### src/design/mfpa_pkg.sv
// Shared types and constants of the multi-frame pixel averaging block.
package mfpa_pkg;

    localparam int SAMPLE_W = 8;
    localparam int IMAGE_COUNT_W = 5;
    localparam int FRAME_LENGTH_W = 15;
    localparam int QUEUE_DEPTH = 4;

    localparam logic [IMAGE_COUNT_W-1:0] IMAGE_COUNT_RESET = 5'd1;
    localparam logic [FRAME_LENGTH_W-1:0] FRAME_LENGTH_RESET = 15'd16384;

    localparam logic REG_IMAGE_COUNT = 1'b0;
    localparam logic REG_FRAME_LENGTH = 1'b1;

    typedef struct packed {
        logic first;
        logic last;
        logic eof;
    } mfpa_flags_t;

endpackage

### src/design/mfpa_front.sv
// Front part: byte and frame counters that classify each accepted item.
module mfpa_front import mfpa_pkg::*; #(
    parameter int FRAME_BYTES = 16384,
    parameter int MAX_IMAGES = 16
) (
    input  logic                                       clk,
    input  logic                                       rst_n,
    input  logic                                       clear,
    input  logic                                       accept,
    input  logic [$clog2(MAX_IMAGES+1)-1:0]            eff_count,
    input  logic [$clog2(FRAME_BYTES+1)-1:0]           eff_length,
    output logic [(FRAME_BYTES > 1 ? $clog2(FRAME_BYTES) : 1)-1:0] pos,
    output mfpa_flags_t                                flags
);

    localparam int CNT_W = $clog2(MAX_IMAGES + 1);
    localparam int LEN_W = $clog2(FRAME_BYTES + 1);
    localparam int POS_W = FRAME_BYTES > 1 ? $clog2(FRAME_BYTES) : 1;
    localparam int FN_W = MAX_IMAGES > 1 ? $clog2(MAX_IMAGES) : 1;

    logic [POS_W-1:0] pos_reg;
    logic [POS_W-1:0] pos_next;
    logic [FN_W-1:0]  fn_reg;
    logic [FN_W-1:0]  fn_next;

    always_comb
    begin
        flags.first = (fn_reg == '0);
        flags.last = (CNT_W'(fn_reg) == eff_count - CNT_W'(1));
        flags.eof = (LEN_W'(pos_reg) == eff_length - LEN_W'(1));
        pos = pos_reg;
        pos_next = pos_reg;
        fn_next = fn_reg;
        if (flags.eof)
        begin
            pos_next = '0;
            fn_next = flags.last ? '0 : fn_reg + FN_W'(1);
        end
        else
        begin
            pos_next = pos_reg + POS_W'(1);
        end
    end

    always_ff @(posedge clk or negedge rst_n)
    begin
        if (!rst_n)
        begin
            pos_reg <= '0;
            fn_reg <= '0;
        end
        else if (clear)
        begin
            pos_reg <= '0;
            fn_reg <= '0;
        end
        else if (accept)
        begin
            pos_reg <= pos_next;
            fn_reg <= fn_next;
        end
    end

endmodule

### config.mk
export PLATFORM = sky130hd
export DESIGN_NAME = mfpa_front
export DESIGN_NICKNAME = d
export VERILOG_FILES = /design/src/design/mfpa_pkg.sv /design/src/design/mfpa_front.sv
export SDC_FILE = /design/constraint.sdc
export NUM_CORES = 1
export LEC_CHECK = 0
export BUFFER_PORTS_ARGS = -buffer_cell sky130_fd_sc_hd__buf_2
export CORE_ASPECT_RATIO = 1.1
export CORE_MARGIN = 4
export CORE_UTILIZATION = 39
export DETAILED_ROUTE_END_ITERATION = 10
export PLACE_DENSITY_LB_ADDON = 0.3
export SYNTH_ARGS = -nofsm -noshare
export SYNTH_HDL_FRONTEND = slang
export SYNTH_SLANG_ARGS = --single-unit
### constraint.sdc
create_clock -name clk -period 4.6 [get_ports clk]
set_input_delay 0.46 -clock clk [delete_from_list [all_inputs] [get_ports clk]]
set_output_delay 0.46 -clock clk [all_outputs]
set_load 0.05 [all_outputs]
==> results.md, run 1 <==
- Via density: 5.46
- Post-synth ARST share: 100%
- TritonCTS clock tree: built
- Synth cell types: 50
- Cell repeated most along the worst path: buf_2
- Sequential power share: a little under half
- Clock share of power: a little under a third
- LEAKAGE: between 0.8 and 0.9 nW
- Sw frac: 27.6%
- # hold bufs at CTS: 0
- GR Util All Layers: between 10% and 20%
- Syn Inst Count: around 210
- Power density over cell area: 173 mW/mm^2
- Hpwl dp: about 3.2 mm
- Crit share post-route: 69.4%
- Multi-input logic area: 0.00115 sq mm
- Max-cap viol count: 0
- Final WL: between 3 and 4 mm
- Drt drc: 0
- Slowest cell on crit path: or3b_1
- GP Congestion: between 0.7 and 0.8
- Final Non-Filler Cells: 296
- Hold WC Path Type: in -> async
- Fraction of layout cells with a size suffix above 1: 23.4%
- FF+latch count, synth: 18
- Logic pwr share: about 22%
- Fill count: 427
- Routed Antenna Nets: 0
- Sequential share of the synthesized area: 26.6%
- Psw: between 0.09 and 0.1 mW
- Initial antenna violation count: 0
- First-pass GRT wire length: 6.91 mm
- Initial Util: 41.5%
- Clock-pin slew on the worst setup and hold paths: about 0.060 ns
- PortBufs: 40
- Crit path kind: in -> out
- R2r setup slk: between 1.5 and 2 ns
- Crit-path max FO: 11
- Initial drt markers: 72
- Diode count: 0
- Synthesized area: approximately 0.0017 sq mm
- Largest net degree at the start of global routing: 19
- Placeable Area: 0.00408 sq mm
- CTS Root Cell: clkbuf_8
- Worst setup SP type: input pin
- Net count after synthesis: 237
- H-Tree Depth: 1
- VDD IR max: 91.2 uV
- Clk sinks: 18
- Internal Power: 0.246 mW
- Storage cell area: ~450 sq um
- Post-synth EDFFs: 0
- Placed Instances: around 290
- Critical path, cell by cell: buf_2, inv_1, ha_1, or3b_1, nor4_1, a31oi_1, o21ai_1, nand4_1, nor2_1, buf_2
- Critical R2R Launch: pos[8]$_DFFE_PN0P_
- CTS max path bufs: 2
- Vias in the first global route: about 1,600
- Pre-Repair DR Iteration Count: 4
- Die extent in x: 70.9 um
- Pins Over Slew Limit: 0
- RSZ-0062 raised after global routing: false
- Die Span Y: 77.2 um
- Site Rows: 24
- Top Ports: approximately 40
- Max FFs per register: 14
- Syn avg cell area: just over 8 sq um
- Clock Latency Late Sink: approximately 0.24 ns
- Worst path max stage delay: about 0.5 ns
- GRT Residual Overflow: 0
- Crit path capture type: output pin
- Area grow syn2layout: 15.6%
- Post-CTS Setup Bufs: 0
- Final min period: roughly 3.2 ns
- CP arrival: ~2.7 ns
- Endpoints failing setup: 0
- Die area: roughly 0.0055 sq mm
- Post-CTS resize count: 0
- CTS Buf Count: 3
- Vias: 1,615
- Worst setup path startpoint: eff_length[0]
- Status: finished, final reports clean
- Least-Margin Pin Slew: around 0.84 ns
- Worst path top cell family by delay: simple AND/OR/NAND/NOR gates
- Clock skew: 0.00144 ns
- Total negative setup slack: 0 ns
- Yosys warning count: 0
- Max transition margin: between 40% and 50%
- Req. time, crit path: 4.14 ns
- Nets: ~280
- Final hold vios: 0
- Ys flop type: dfrtp_1
- Fmax: approximately 310 MHz
- Critical path buffers and inverters: 3
- Avg WL per Cell: 13.5 um
path summary, 6_finish.rpt:
path,to,depth (start not counted)
max,flags[0],10
min,pos[13]$_DFFE_PN0P_,1
max reg2reg,pos[2]$_DFFE_PN0P_,7
min reg2reg,pos[13]$_DFFE_PN0P_,2
max in group asynchronous,pos[10]$_DFFE_PN0P_,1
min in group clk,pos[1]$_DFFE_PN0P_,2
area by class of cell:
type                            instances  share of cell area (%)
Clock buffer                            3                    2.11
Inverter                               13                    2.49
Multi-Input combinational cell        169                    58.5
Sequential cell                        18                    23.0
Tap cell                               52                    3.32
Timing Repair Buffer                   41                    10.6
placed cells by master (no fill, tap or decap), types with 4 or more instances in the layout:
master     n
a21oi_1    8
and3_1     4
buf_2     40
dfrtp_1   18
ha_1       5
inv_1     13
nand2_1   10
nand2b_1   6
nand3_1    6
nand4_1    7
nor2_1    23
nor3_1     7
nor4_1     6
o21ai_0    9
xnor2_1   18
xor2_1    13
cells by family after synthesis:
group | count (synthesis) | share of synthesized area (%)
flops | 18 | 26.6
compound gates | 41 | 16.1
mux | 1 | 0.664
fa+ha+maj | 5 | 3.69
xor+xnor | 31 | 16.0
simple gates | 91 | 31.2
buf+inv | 21 | 5.76
Yosys cell counts, types with 4 or more instances:
cell	instances	area, sq um
dfrtp_1	18	450
and3_1	4	25.0
inv_1	13	48.8
nor2_1	23	86.3
ha_1	5	62.6
xnor2_1	18	158
xor2_1	13	114
nand2b_1	6	37.5
nor3_1	7	35.0
nand4_1	7	43.8
nor4_1	6	37.5
nand3_1	6	30.0
nand2_1	10	37.5
a21oi_1	8	40.0
o21ai_0	9	45.0
power by group through the flow:
stage	clock, mW	combinational [mW]	sequential, mW
after floorplan	0	0.0405	0.169
after global placement	0	0.0731	0.165
after detailed placement	0	0.0738	0.165
after CTS	0.108	0.0740	0.162
after global routing	0.114	0.0831	0.162
final	0.105	0.0734	0.162
layer usage:
layer / vias up / track usage, % / routed length, um
met1: 755 / 18.8 / 1740
met2: 41 / 26.7 / 2010
met5: - / 0 / 0
met3: 2 / 1.44 / 212
met4: 0 / 4.89 / 34
li1: 817 / - / -
through the flow:
stage                     cell area, sq um  worst slack, ns  hold slack [ns]  power (mW)  utilization (%)
after detailed placement              1920             1.27            0.414       0.238             47.0
after CTS                             1960             1.43            0.150       0.343             48.0
after global routing                  1960             1.17            0.165       0.359             48.0
after floorplan                       1700             1.55            0.164       0.209                -
after global placement                1920             1.34            0.414       0.238             47.0
final                                 1960             1.41            0.138       0.340             48.0
Note: power is estimated with default switching activity, not from simulation.
==> run 2: changes to the inputs <==
clock period = 3.3 ns   (was 4.6 ns; I/O delays follow)
==> run 2 against run 1 <==
Via count decreased by 1.7%. Sequential power increased by 39%. Sequential cell count unchanged.
==> results.md, run 2 (synthesis results as in run 1) <==
- Status: finished, final reports clean (unchanged)
- Fraction of layout cells with a size suffix above 1: 24.3% (was 23.4%)
- Total power: 0.504 mW (was 0.340 mW)
- R2r setup slk: 0.97 ns (was 1.86 ns)
- Hold Slack: 0.00135 ns (was 0.138 ns)
- Pins Over Slew Limit: 0 (unchanged)
- Worst path top cell family by delay: simple AND/OR/NAND/NOR gates (unchanged)
- Initial Util: 41.5% (unchanged)
- First-pass GRT wire length: 6.76 mm (was 6.91 mm)
- GR Util All Layers: 14.6% (was 15.0%)
- Max FFs per register: 14 (unchanged)
- Least-Margin Pin Slew: 0.423 ns (was 0.841 ns)
- Pre-Repair DR Iteration Count: 4 (unchanged)
- Nets: 277 (was 275)
- Area grow syn2layout: 17.3% (was 15.6%)
- Routed Antenna Nets: 0 (unchanged)
- VDD IR max: 106 uV (was 91.2 uV)
- CTS Buf Count: 3 (unchanged)
- Req. time, crit path: 2.97 ns (was 4.14 ns)
- Max transition margin: 71.7% (was 43.6%)
- Most frequent cells in the layout: buf_2 (40), nor2_1 (23), xnor2_1 (18), dfrtp_1 (18) (unchanged)
- Critical path buffers and inverters: 3 (unchanged)
- H-Tree Depth: 1 (unchanged)
- RSZ-0062 raised after global routing: false (unchanged)
- Crit path kind: in -> out (unchanged)
- Via density: 5.31 (was 5.46)
- Largest net degree at the start of global routing: 19 (unchanged)
- Diode count: 0 (unchanged)
- Final WL: 3.89 mm (was 3.99 mm)
- Crit-path max FO: 8 (was 11)
- Placeable Area: 0.00408 sq mm (unchanged)
- Placed Area: 0.00193 sq mm (was 0.00192 sq mm)
- Fmax: roughly 360 MHz
- Critical R2R Launch: pos[5]$_DFFE_PN0P_ (was pos[8]$_DFFE_PN0P_)
- TritonCTS clock tree: built (unchanged)
- Worst path max stage delay: 0.50 ns (about the same)
- Max-cap viol count: 0 (unchanged)
- Cell count of the worst reg-to-reg path: 8 (was 7)
- Final Non-Filler Cells: 299 (was 296)
- Critical path, cell by cell: buf_2, inv_1, ha_1, or3b_1, nor4_1, a31oi_1, o21ai_1, nand4_1, nor2_1, buf_2 (unchanged)
- Clock skew: 0.00489 ns (was 0.00144 ns)
- Endpoints failing setup: 0 (unchanged)
- Clock Latency Late Sink: 0.25 ns (was 0.24 ns)
- Top Ports: 41 (unchanged)
- Commonest non-fill, non-tap cell in the layout: buf_2 (unchanged)
- Die Span Y: 77.2 um (unchanged)
- # hold bufs at CTS: 0 (unchanged)
- Clock-pin slew on the worst setup and hold paths: 0.07 ns (was 0.06 ns)
- Initial drt markers: 62 (was 72)
- CTS Root Cell: clkbuf_8 (unchanged)
- Placed Instances: 295 (was 293)
- Die extent in x: 70.9 um (unchanged)
- CTS max path bufs: 2 (unchanged)
- CP arrival: 2.47 ns (was 2.73 ns)
- R2R Path End: fn_reg[2]$_DFFE_PN0P_ (was pos[2]$_DFFE_PN0P_)
- PortBufs: 40 (unchanged)
- Final hold vios: 0 (unchanged)
- Die area: 0.00547 sq mm (unchanged)
- Avg WL per Cell: 13.0 um (was 13.5 um)
- Crit path capture type: output pin (unchanged)
- Slowest cell on crit path: or3b_1 (unchanged)
- Total negative setup slack: 0 ns (unchanged)
- Vias in the first global route: 1,515 (was 1,559)
- Crit share post-route: 84.9%
- LEAKAGE: 0.847 nW (was 0.831 nW)
- Cell repeated most along the worst path: buf_2 (unchanged)
- Site Rows: 24 (unchanged)
- Initial antenna violation count: 0 (unchanged)
- GRT Residual Overflow: 0 (unchanged)
- Final Cell Area: 0.00199 sq mm (was 0.00196 sq mm)
- Hpwl dp: 3.21 mm (about the same)
- GP Congestion: 0.752 (was 0.777)
- Drt drc: 0 (unchanged)
- Final min period: approximately 2.8 ns
- Worst setup SP type: input pin (unchanged)
- Hold WC Path Type: in -> async (unchanged)
- Post-CTS Setup Bufs: 0 (unchanged)
- Clk sinks: 18 (unchanged)
- Power density over cell area: 253 mW/mm^2 (was 173 mW/mm^2)
- Post-CTS resize count: 0 (unchanged)
- Vias: 1,588 (was 1,615)
-- run 2: worst max path at each step --
stage                             from                    end  cells after the start
floorplan           pos[5]$_DFFE_PN0P_               flags[0]                      8
global placement         eff_length[0]  fn_reg[2]$_DFFE_PN0P_                     11
detailed placement       eff_length[0]  fn_reg[2]$_DFFE_PN0P_                     11
CTS                      eff_length[0]               flags[0]                     10
global route             eff_length[0]               flags[0]                     10
finish                   eff_length[0]               flags[0]                     10
-- run 2: final cells by class --
cell class                 count  area, sq um
timing repair buffer          43          223
tap                           52         65.1
fill                         442         2090
clock buffer                   4         55.1
multi-input combinational    169         1150
inverter                      13         48.8
sequential                    18          450
-- run 2: power breakdown --
group	switching (mW)	total, mW	leakage [nW]	internal [mW]
Clock	0.0695	0.175	0.0288	0.106
Combinational	0.0624	0.103	0.568	0.0408
Sequential	0.00289	0.225	0.250	0.222
-- run 2: worst register-to-register path, cell delays in order (launching register included) --
cell     delay (ns)
dfrtp_1        0.48
nor2b_1        0.18
or2_2          0.28
o32ai_1        0.13
a22o_1         0.21
nand4_1        0.24
buf_4          0.25
o31a_1         0.29
o21a_1         0.18
-- run 2: layer usage --
layer	wire length [um]	share of wire (%)	GRT usage [%]
met4	35	0.90	3.95
met3	143	3.7	1.57
met1	1800	46	18.9
met5	0	0	0
met2	1920	49	25.6
-- run 2: metrics by stage --
step	util, %	setup WS (ns)
4_1_cts	48.7	0.485
2_1_floorplan	-	0.490
5_1_grt	48.7	0.250
6_report	48.7	0.497
3_5_place_dp	47.4	0.458
3_3_place_gp	47.4	0.506
