### src/design/mfpa_pkg.sv
// Shared types and constants of the multi-frame pixel averaging block.
package mfpa_pkg;

    localparam int SAMPLE_W = 8;
    localparam int IMAGE_COUNT_W = 5;
    localparam int FRAME_LENGTH_W = 15;
    localparam int QUEUE_DEPTH = 4;

    localparam logic [IMAGE_COUNT_W-1:0] IMAGE_COUNT_RESET = 5'd1;
    localparam logic [FRAME_LENGTH_W-1:0] FRAME_LENGTH_RESET = 15'd16384;

    localparam logic REG_IMAGE_COUNT = 1'b0;
    localparam logic REG_FRAME_LENGTH = 1'b1;

    typedef struct packed {
        logic first;
        logic last;
        logic eof;
    } mfpa_flags_t;

endpackage

### src/design/mfpa_queue.sv
// Short first-in first-out queue between the front and back parts.
module mfpa_queue import mfpa_pkg::*; #(
    parameter int WIDTH = 8
) (
    input  logic             clk,
    input  logic             rst_n,
    input  logic             push,
    input  logic [WIDTH-1:0] din,
    output logic             full,
    input  logic             pop,
    output logic [WIDTH-1:0] dout,
    output logic             empty
);

    localparam int PTR_W = $clog2(QUEUE_DEPTH);
    localparam int CNT_W = $clog2(QUEUE_DEPTH + 1);

    logic [WIDTH-1:0] entry_reg [QUEUE_DEPTH];
    logic [PTR_W-1:0] wr_ptr_reg;
    logic [PTR_W-1:0] rd_ptr_reg;
    logic [CNT_W-1:0] count_reg;

    assign full = (count_reg == CNT_W'(QUEUE_DEPTH));
    assign empty = (count_reg == '0);
    assign dout = entry_reg[rd_ptr_reg];

    always_ff @(posedge clk)
    begin
        if (push)
        begin
            entry_reg[wr_ptr_reg] <= din;
        end
    end

    always_ff @(posedge clk or negedge rst_n)
    begin
        if (!rst_n)
        begin
            wr_ptr_reg <= '0;
            rd_ptr_reg <= '0;
            count_reg <= '0;
        end
        else
        begin
            if (push)
            begin
                wr_ptr_reg <= wr_ptr_reg + PTR_W'(1);
            end
            if (pop)
            begin
                rd_ptr_reg <= rd_ptr_reg + PTR_W'(1);
            end
            if (push && !pop)
            begin
                count_reg <= count_reg + CNT_W'(1);
            end
            else if (pop && !push)
            begin
                count_reg <= count_reg - CNT_W'(1);
            end
        end
    end

endmodule

### config.mk
export PLATFORM = sky130hd
export DESIGN_NAME = mfpa_queue
export DESIGN_NICKNAME = d
export VERILOG_FILES = /design/src/design/mfpa_pkg.sv /design/src/design/mfpa_queue.sv
export SDC_FILE = /design/constraint.sdc
export NUM_CORES = 1
export LEC_CHECK = 0
export ABC_AREA = 1
export BUFFER_PORTS_ARGS = -buffer_cell sky130_fd_sc_hd__buf_2
export CAP_MARGIN = 10
export CORE_MARGIN = 1
export CORE_UTILIZATION = 50
export CTS_CLUSTER_DIAMETER = 150
export CTS_CLUSTER_SIZE = 16
export DETAILED_ROUTE_END_ITERATION = 16
export PLACE_DENSITY = 0.73
export SYNTH_ARGS = -nofsm -noshare
export SYNTH_HDL_FRONTEND = slang
export SYNTH_SLANG_ARGS = --single-unit
export TNS_END_PERCENT = 30
### constraint.sdc
create_clock -name clk -period 1.07 [get_ports clk]
set_input_delay 0.2675 -clock clk [delete_from_list [all_inputs] [get_ports clk]]
set_output_delay 0.2675 -clock clk [all_outputs]
set_load 0.02 [all_outputs]
==> run metrics, run 1 <==
Yosys reg bits=39; Post-layout nets=a little over 200; worst vdd ir=between 1.5 and 2 mV; min cycle time layout=roughly 1.6 ns; Synth async-reset ratio=0.179; Die W=approximately 60 µm; CTS tree=yes; vias post-DR=1126; fin cells=around 230; Worst Path Arrival=between 1 and 1.5 ns; share of the yosys chip area belonging to registers=0.666; Max Fclk=about 600 MHz; failing checks=negative setup slack; H-tree Lvls=2; Routed WL per cell=between 10 and 15 µm; maxcap violations=0; number of enable flip-flop cells after synthesis=32; die area=about 3700 µm²; share of layout cells above drive strength 1=0.400; Mapped Nets=159; Slew headroom=0.848; Detail Route Antenna Nets=0; DRC errors left=0; clk root buf=clkbuf_4; Num CTS Buffers=5; Ys Warns=0; Mapped Cells=~140; Hold Slack=approximately 0.14 ns; Power Total=just over 6 mW; largest net degree at the start of global routing=35; gr usage total=0.182; antenna violations before repair=0; drt pass-1 iters=4; synthesized area per cell=approximately 12 µm²; Crit Path Category=flip-flop to output port; Setup Skew=approximately 0.006 ns; GRT overflow=0; Synth area leader=edfxtp_1; setup violators final=between 40 and 50; area of the core=3150 µm²; number of global-route vias before repair=approximately 1000; drt total wl=just under 3000 µm; IO buf count=21; antenna cell count=0; worst-margin pin slew=between 0.2 and 0.25 ns; reg2reg setup slack=-0.30 ns; max reg flops=32; Via density=4.92; dpl cell area=2000 µm²; Max Slew Vio Count=0; I/O pin count=22; R2R depth=6; Pleak=between 0.9 and 1 nW; Worst-Skew Late Latency=0.34 ns; Final HPWL DP=1950 µm; Starting Density=0.541; die height=approximately 60 µm; Worst setup SP type=flip-flop; min-delay src=din[6]; final worst-path cycle share=1.53; pwr dens=2790 nW/µm²; Fin. Hold Viols=0; crit path capture type=output port; maximum clock insertion buffer count=2; r2r endpoint=count_reg[2]$_DFFE_PN0P_; share of the synthesized area in the top cell type=0.563; HP Class=primary input to flip-flop; Netlist cell types=18; first-pass GRT wire length=~4500 µm; final setup margin=-0.571 ns; cell area after layout=~2200 µm²; outcome=finished with violations; FP Rows=20; ys flop type=edfxtp_1; clk sinks=39; Crit Path Max Fanout=34; unrepaired setup endpoints after global routing=yes; Layout area overhead=30.4%; Clock Pin Slew Worst Setup and Hold Paths=between 0.1 and 0.15 ns; final-layout fill cell count=between 200 and 250; number of DRC markers in iteration 0=44; placed cells=approximately 210; Hold EP=entry_reg[0][6]$_DFFE_PP_; most frequent cell after synthesis=nand2_1; Worst Path Required=roughly 0.8 ns; RR Startpoint=count_reg[0]$_DFFE_PN0P_; mapped cell area=1710 µm²; synth top area cells=edfxtp_1, dfrtp_1, nand2_1, o211ai_1, inv_1; hold path depth=1; routability congestion estimate=between 0.7 and 0.8; Commonest cells post-synth=nand2_1, edfxtp_1, inv_1, o211ai_1, dfrtp_1
==> layout make-up <==
class | count | area, µm² | area share
Clock buffer | 5 | 37.5 | 0.0169
Clock inverter | 3 | 38.8 | 0.0174
Inverter | 28 | 108 | 0.0484
Multi-Input combinational cell | 68 | 470 | 0.211
Sequential cell | 39 | 1140 | 0.512
Tap cell | 44 | 55.1 | 0.0247
Timing Repair Buffer | 42 | 375 | 0.169
==> cell usage in the layout (no fill, tap or decap), types with 5 or more instances in the layout <==
cell      instances
edfxtp_1         32
nand2_1          27
inv_1            21
o211ai_1         15
buf_2            14
buf_4            14
nand2_2          10
buf_6             8
inv_2             6
clkbuf_4          5
buf_12            5
==> layer usage <==
metal	up-vias	routed length, µm	GRT usage
met5	-	0	0
met4	0	55	0.0909
met3	5	112	0.0746
met2	19	1610	0.316
met1	550	1150	0.190
li1	552	-	-
==> per-stage QoR <==
step                      setup WS (ns)  setup TNS (ns)  utilization
final                            -0.571           -8.80        0.706
after detailed placement         -0.318           -5.83        0.634
after floorplan                  -0.135           -3.23            -
after global placement           -0.234           -4.40        0.634
after global routing             -0.656          -10.69        0.706
after CTS                        -0.594           -9.23        0.679
==> critical path: stages (launching register included) <==
cell and delay (ns):
dfrtp_1 0.41, buf_12 0.17, o211ai_1 0.22, nand2_2 0.06, buf_2 0.16
==> report_power, final <==
group	leakage [nW]	total, mW	internal, mW	switching, mW
combinational	0.554	3.00	1.42	1.58
clock	0.0426	0.927	0.481	0.447
sequential	0.374	2.27	2.04	0.225
==> timing repair <==
| action | in CTS | in global routing |
|---|---|---|
| resized for setup | 12 | 21 |
| endpoints found under the hold margin | 7 | 0 |
| pin swaps | 3 | 3 |
| setup buffers | 4 | 2 |
| hold buffers | 1 | 0 |
| endpoints found under the setup margin | 44 | 45 |
==> kinds of logic (layout without fill, tap and decap cells) <==
logic type                 after synthesis  count (layout)  synth area share
and+or+nand+nor                         41              41            0.0938
DFF                                     39              39             0.666
buffers and inverters                   34              78            0.0953
AOI/OAI and AO/OA                       17              17            0.0762
adders and majority gates                6               6            0.0484
xor gates and xnor gates                 4               4            0.0205
==> worst max-delay path by stage <==
stage                                   start                  endpoint  slack (ns)
floorplan            count_reg[0]$_DFFE_PN0P_                     empty       -0.14
detailed placement                        pop  count_reg[2]$_DFFE_PN0P_       -0.32
global placement                          pop  count_reg[2]$_DFFE_PN0P_       -0.23
CTS                 rd_ptr_reg[0]$_DFFE_PN0P_                   dout[6]       -0.59
global route        rd_ptr_reg[0]$_DFFE_PN0P_                   dout[6]       -0.66
finish              rd_ptr_reg[0]$_DFFE_PN0P_                   dout[7]       -0.57
(Power assumes the default switching activity.)
==> inputs of run 2 (changes only) <==
--- a/config.mk
+++ b/config.mk
@@ -5,11 +5,10 @@
 export SDC_FILE = /design/constraint.sdc
 export NUM_CORES = 1
 export LEC_CHECK = 0
-export ABC_AREA = 1
 export BUFFER_PORTS_ARGS = -buffer_cell sky130_fd_sc_hd__buf_2
 export CAP_MARGIN = 10
 export CORE_MARGIN = 1
-export CORE_UTILIZATION = 50
+export CORE_UTILIZATION = 49
 export CTS_CLUSTER_DIAMETER = 150
 export CTS_CLUSTER_SIZE = 16
 export DETAILED_ROUTE_END_ITERATION = 16
==> run 2 against run 1 <==
- the run still ends with negative setup slack left
- cell count down 26%
- global-route usage up 0.65 points
- design area down 6.6%
- first-iteration DRC count down 73%
- critical endpoint is now dout[1]
- largest cell class unchanged
==> run metrics, run 2 <==
vias post-DR=827; Pleak=0.802 nW; GRT overflow=0; min cycle time layout=roughly 1.8 ns; Worst Path Arrival=1.56 ns; Worst Path Required=0.80 ns; outcome=finished with violations; CTS tree=yes; pwr dens=2670 nW/µm²; Fin. Hold Viols=0; Netlist cell types=17; worst vdd ir=1.65 mV; drt total wl=between 2000 and 3000 µm; unrepaired setup endpoints after global routing=yes; setup violators final=44; final worst-path cycle share=1.71; die area=around 3400 µm²; synth top area cells=edfxtp_1, mux4_2, dfrtp_1, ha_1, xor2_1; Worst-Skew Late Latency=roughly 0.33 ns; final-layout fill cell count=about 210; largest net degree at the start of global routing=12; Post-layout nets=142; die height=roughly 58 µm; Crit Path Category=flip-flop to output port; Final HPWL DP=~1700 µm; drt pass-1 iters=4; most frequent CP cell=buf_6; share of layout cells above drive strength 1=0.560; share of the synthesized area in the top cell type=0.621; Die W=~58 µm; IO buf count=21; maxcap violations=0; Clock Pin Slew Worst Setup and Hold Paths=~0.10 ns; slowest CP cell=mux4_2; Ys Warns=0; met3 Use GR=0.0670; Commonest cells post-synth=edfxtp_1, mux4_2, dfrtp_1, ha_1; met2 usage in global routing=0.310; highest-count cells in the layout ignoring fill and taps=edfxtp_1, buf_6, buf_4; Max Fclk=roughly 550 MHz; final setup margin=-0.757 ns; storage element area=1140 µm²; H-tree Lvls=2; Routed WL per cell=between 15 and 20 µm; number of DRC markers in iteration 0=12; Power Total=between 5 and 6 mW; met1 usage=0.218; crit path capture type=output port; routability congestion estimate=about 0.66; crit-path max cell delay=between 0.5 and 0.6 ns; Slew headroom=0.708; mapped cell area=1550 µm²; clk root buf=clkbuf_4; number of enable flip-flop cells after synthesis=32; Setup Skew=approximately 0.0059 ns; Mapped Cells=76; FP Rows=20; Max Slew Vio Count=0; Detail Route Antenna Nets=0; synthesized area per cell=slightly above 20 µm²; antenna violations before repair=0; I/O pin count=22; most frequent cell after synthesis=edfxtp_1; gr usage total=0.188; share of the yosys chip area belonging to registers=0.734; number of global-route vias before repair=between 800 and 900; Synth area leader=edfxtp_1; Num CTS Buffers=5; Worst setup SP type=flip-flop; first-pass GRT wire length=about 4300 µm; Synth async-reset ratio=0.179; ys flop type=edfxtp_1; Crit Path Max Fanout=5; failing checks=negative setup slack; Yosys reg bits=39; area of the core=roughly 3000 µm²; most common cell after layout, fill and taps aside=edfxtp_1; Via density=4.89; DRC errors left=0; maximum clock insertion buffer count=2; area of the multi-input gates=around 440 µm²; worst-margin pin slew=0.437 ns; Mapped Nets=94; CP cell instances=buf_6 > mux4_2 > buf_6; Hold Slack=around 0.15 ns; pre-CTS WS=-0.442 ns; antenna cell count=0; busiest grt layer=met2; clk sinks=39; HP Class=primary input to flip-flop; max reg flops=32; Layout area overhead=34.2%; Starting Density=0.511
-- run 2: cell count changes in the layout (fill, tap and decap cells not counted), moves of 3 or more --
cell	previous run	this run
nand2_2	10	0
and2_4	0	4
nand2_1	27	2
mux4_2	0	8
buf_12	5	1
buf_2	14	11
inv_2	6	3
o211ai_1	15	0
buf_6	8	16
inv_1	21	0
-- run 2: where the power goes --
part / leakage (nW) / total (mW) / switching (mW) / internal, mW
sequential: 0.375 / 2.29 / 0.257 / 2.04
combinational: 0.400 / 2.57 / 1.09 / 1.48
clock: 0.0273 / 0.677 / 0.434 / 0.244
total: 0.802 / 5.54 / 1.78 / 3.76
-- run 2: cells by family after synthesis --
kind of cell	after synthesis	synth area share
buf+inv	6	0.0202
flops	39	0.734
fa+ha+maj	6	0.0534
mux	9	0.124
compound gates	1	0.00323
simple gates	9	0.0315
xor+xnor	6	0.0340
-- run 2: metrics by stage --
step | area [µm²] | setup TNS, ns | std cells | utilization
after floorplan | 1590 | -4.93 | 76 | -
after global placement | 1850 | -8.27 | 153 | 0.610
after detailed placement | 1850 | -9.02 | 153 | 0.610
after CTS | 2020 | -10.03 | 167 | 0.669
after global routing | 2080 | -12.50 | 169 | 0.686
final | 2080 | -10.74 | 169 | 0.686
-- run 2: final cells by class --
type	count	area share
clock inverters	2	0.00361
multi-input cells	31	0.211
repair buffers	43	0.178
flip-flops and latches	39	0.548
inverters	4	0.0133
clock buffers	6	0.0199
well taps	44	0.0265
-- run 2: worst max-delay path, delay by kind of cell (launching register included) --
kind | cells | cell delay (ns)
muxes | 1 | 0.52
buffers and inverters | 2 | 0.31
DFF | 1 | 0.40
-- run 2: worst paths after layout --
| path | startpoint | end | slack, ns | cells past startpoint |
|---|---|---|---|---|
| setup / recovery | rd_ptr_reg[0]$_DFFE_PN0P_ | dout[1] | -0.76 | 3 |
| hold / removal | din[7] | entry_reg[3][7]$_DFFE_PP_ | 0.15 | 1 |
| setup reg to reg | count_reg[0]$_DFFE_PN0P_ | count_reg[2]$_DFFE_PN0P_ | -0.40 | 5 |
| hold reg to reg | count_reg[2]$_DFFE_PN0P_ | count_reg[2]$_DFFE_PN0P_ | 0.60 | 1 |
| max in group asynchronous | rst_n | wr_ptr_reg[0]$_DFFE_PN0P_ | 0.59 | 2 |
| min in group asynchronous | rst_n | wr_ptr_reg[1]$_DFFE_PN0P_ | 0.31 | 2 |
-- run 2: timing repair --
action,4_1_cts,5_1_grt
setup buffers,5,2
pin swaps,1,0
hold endpoints to repair,7,0
gates resized for setup,28,9
setup endpoints to repair,44,45
hold buffers,1,0
-- run 2: per-layer routing --
metal  wire length, µm  vias to the layer above
met2              1410                       17
li1                  -                      383
met1              1110                      422
met5                 0                        -
met4                48                        0
met3                89                        5
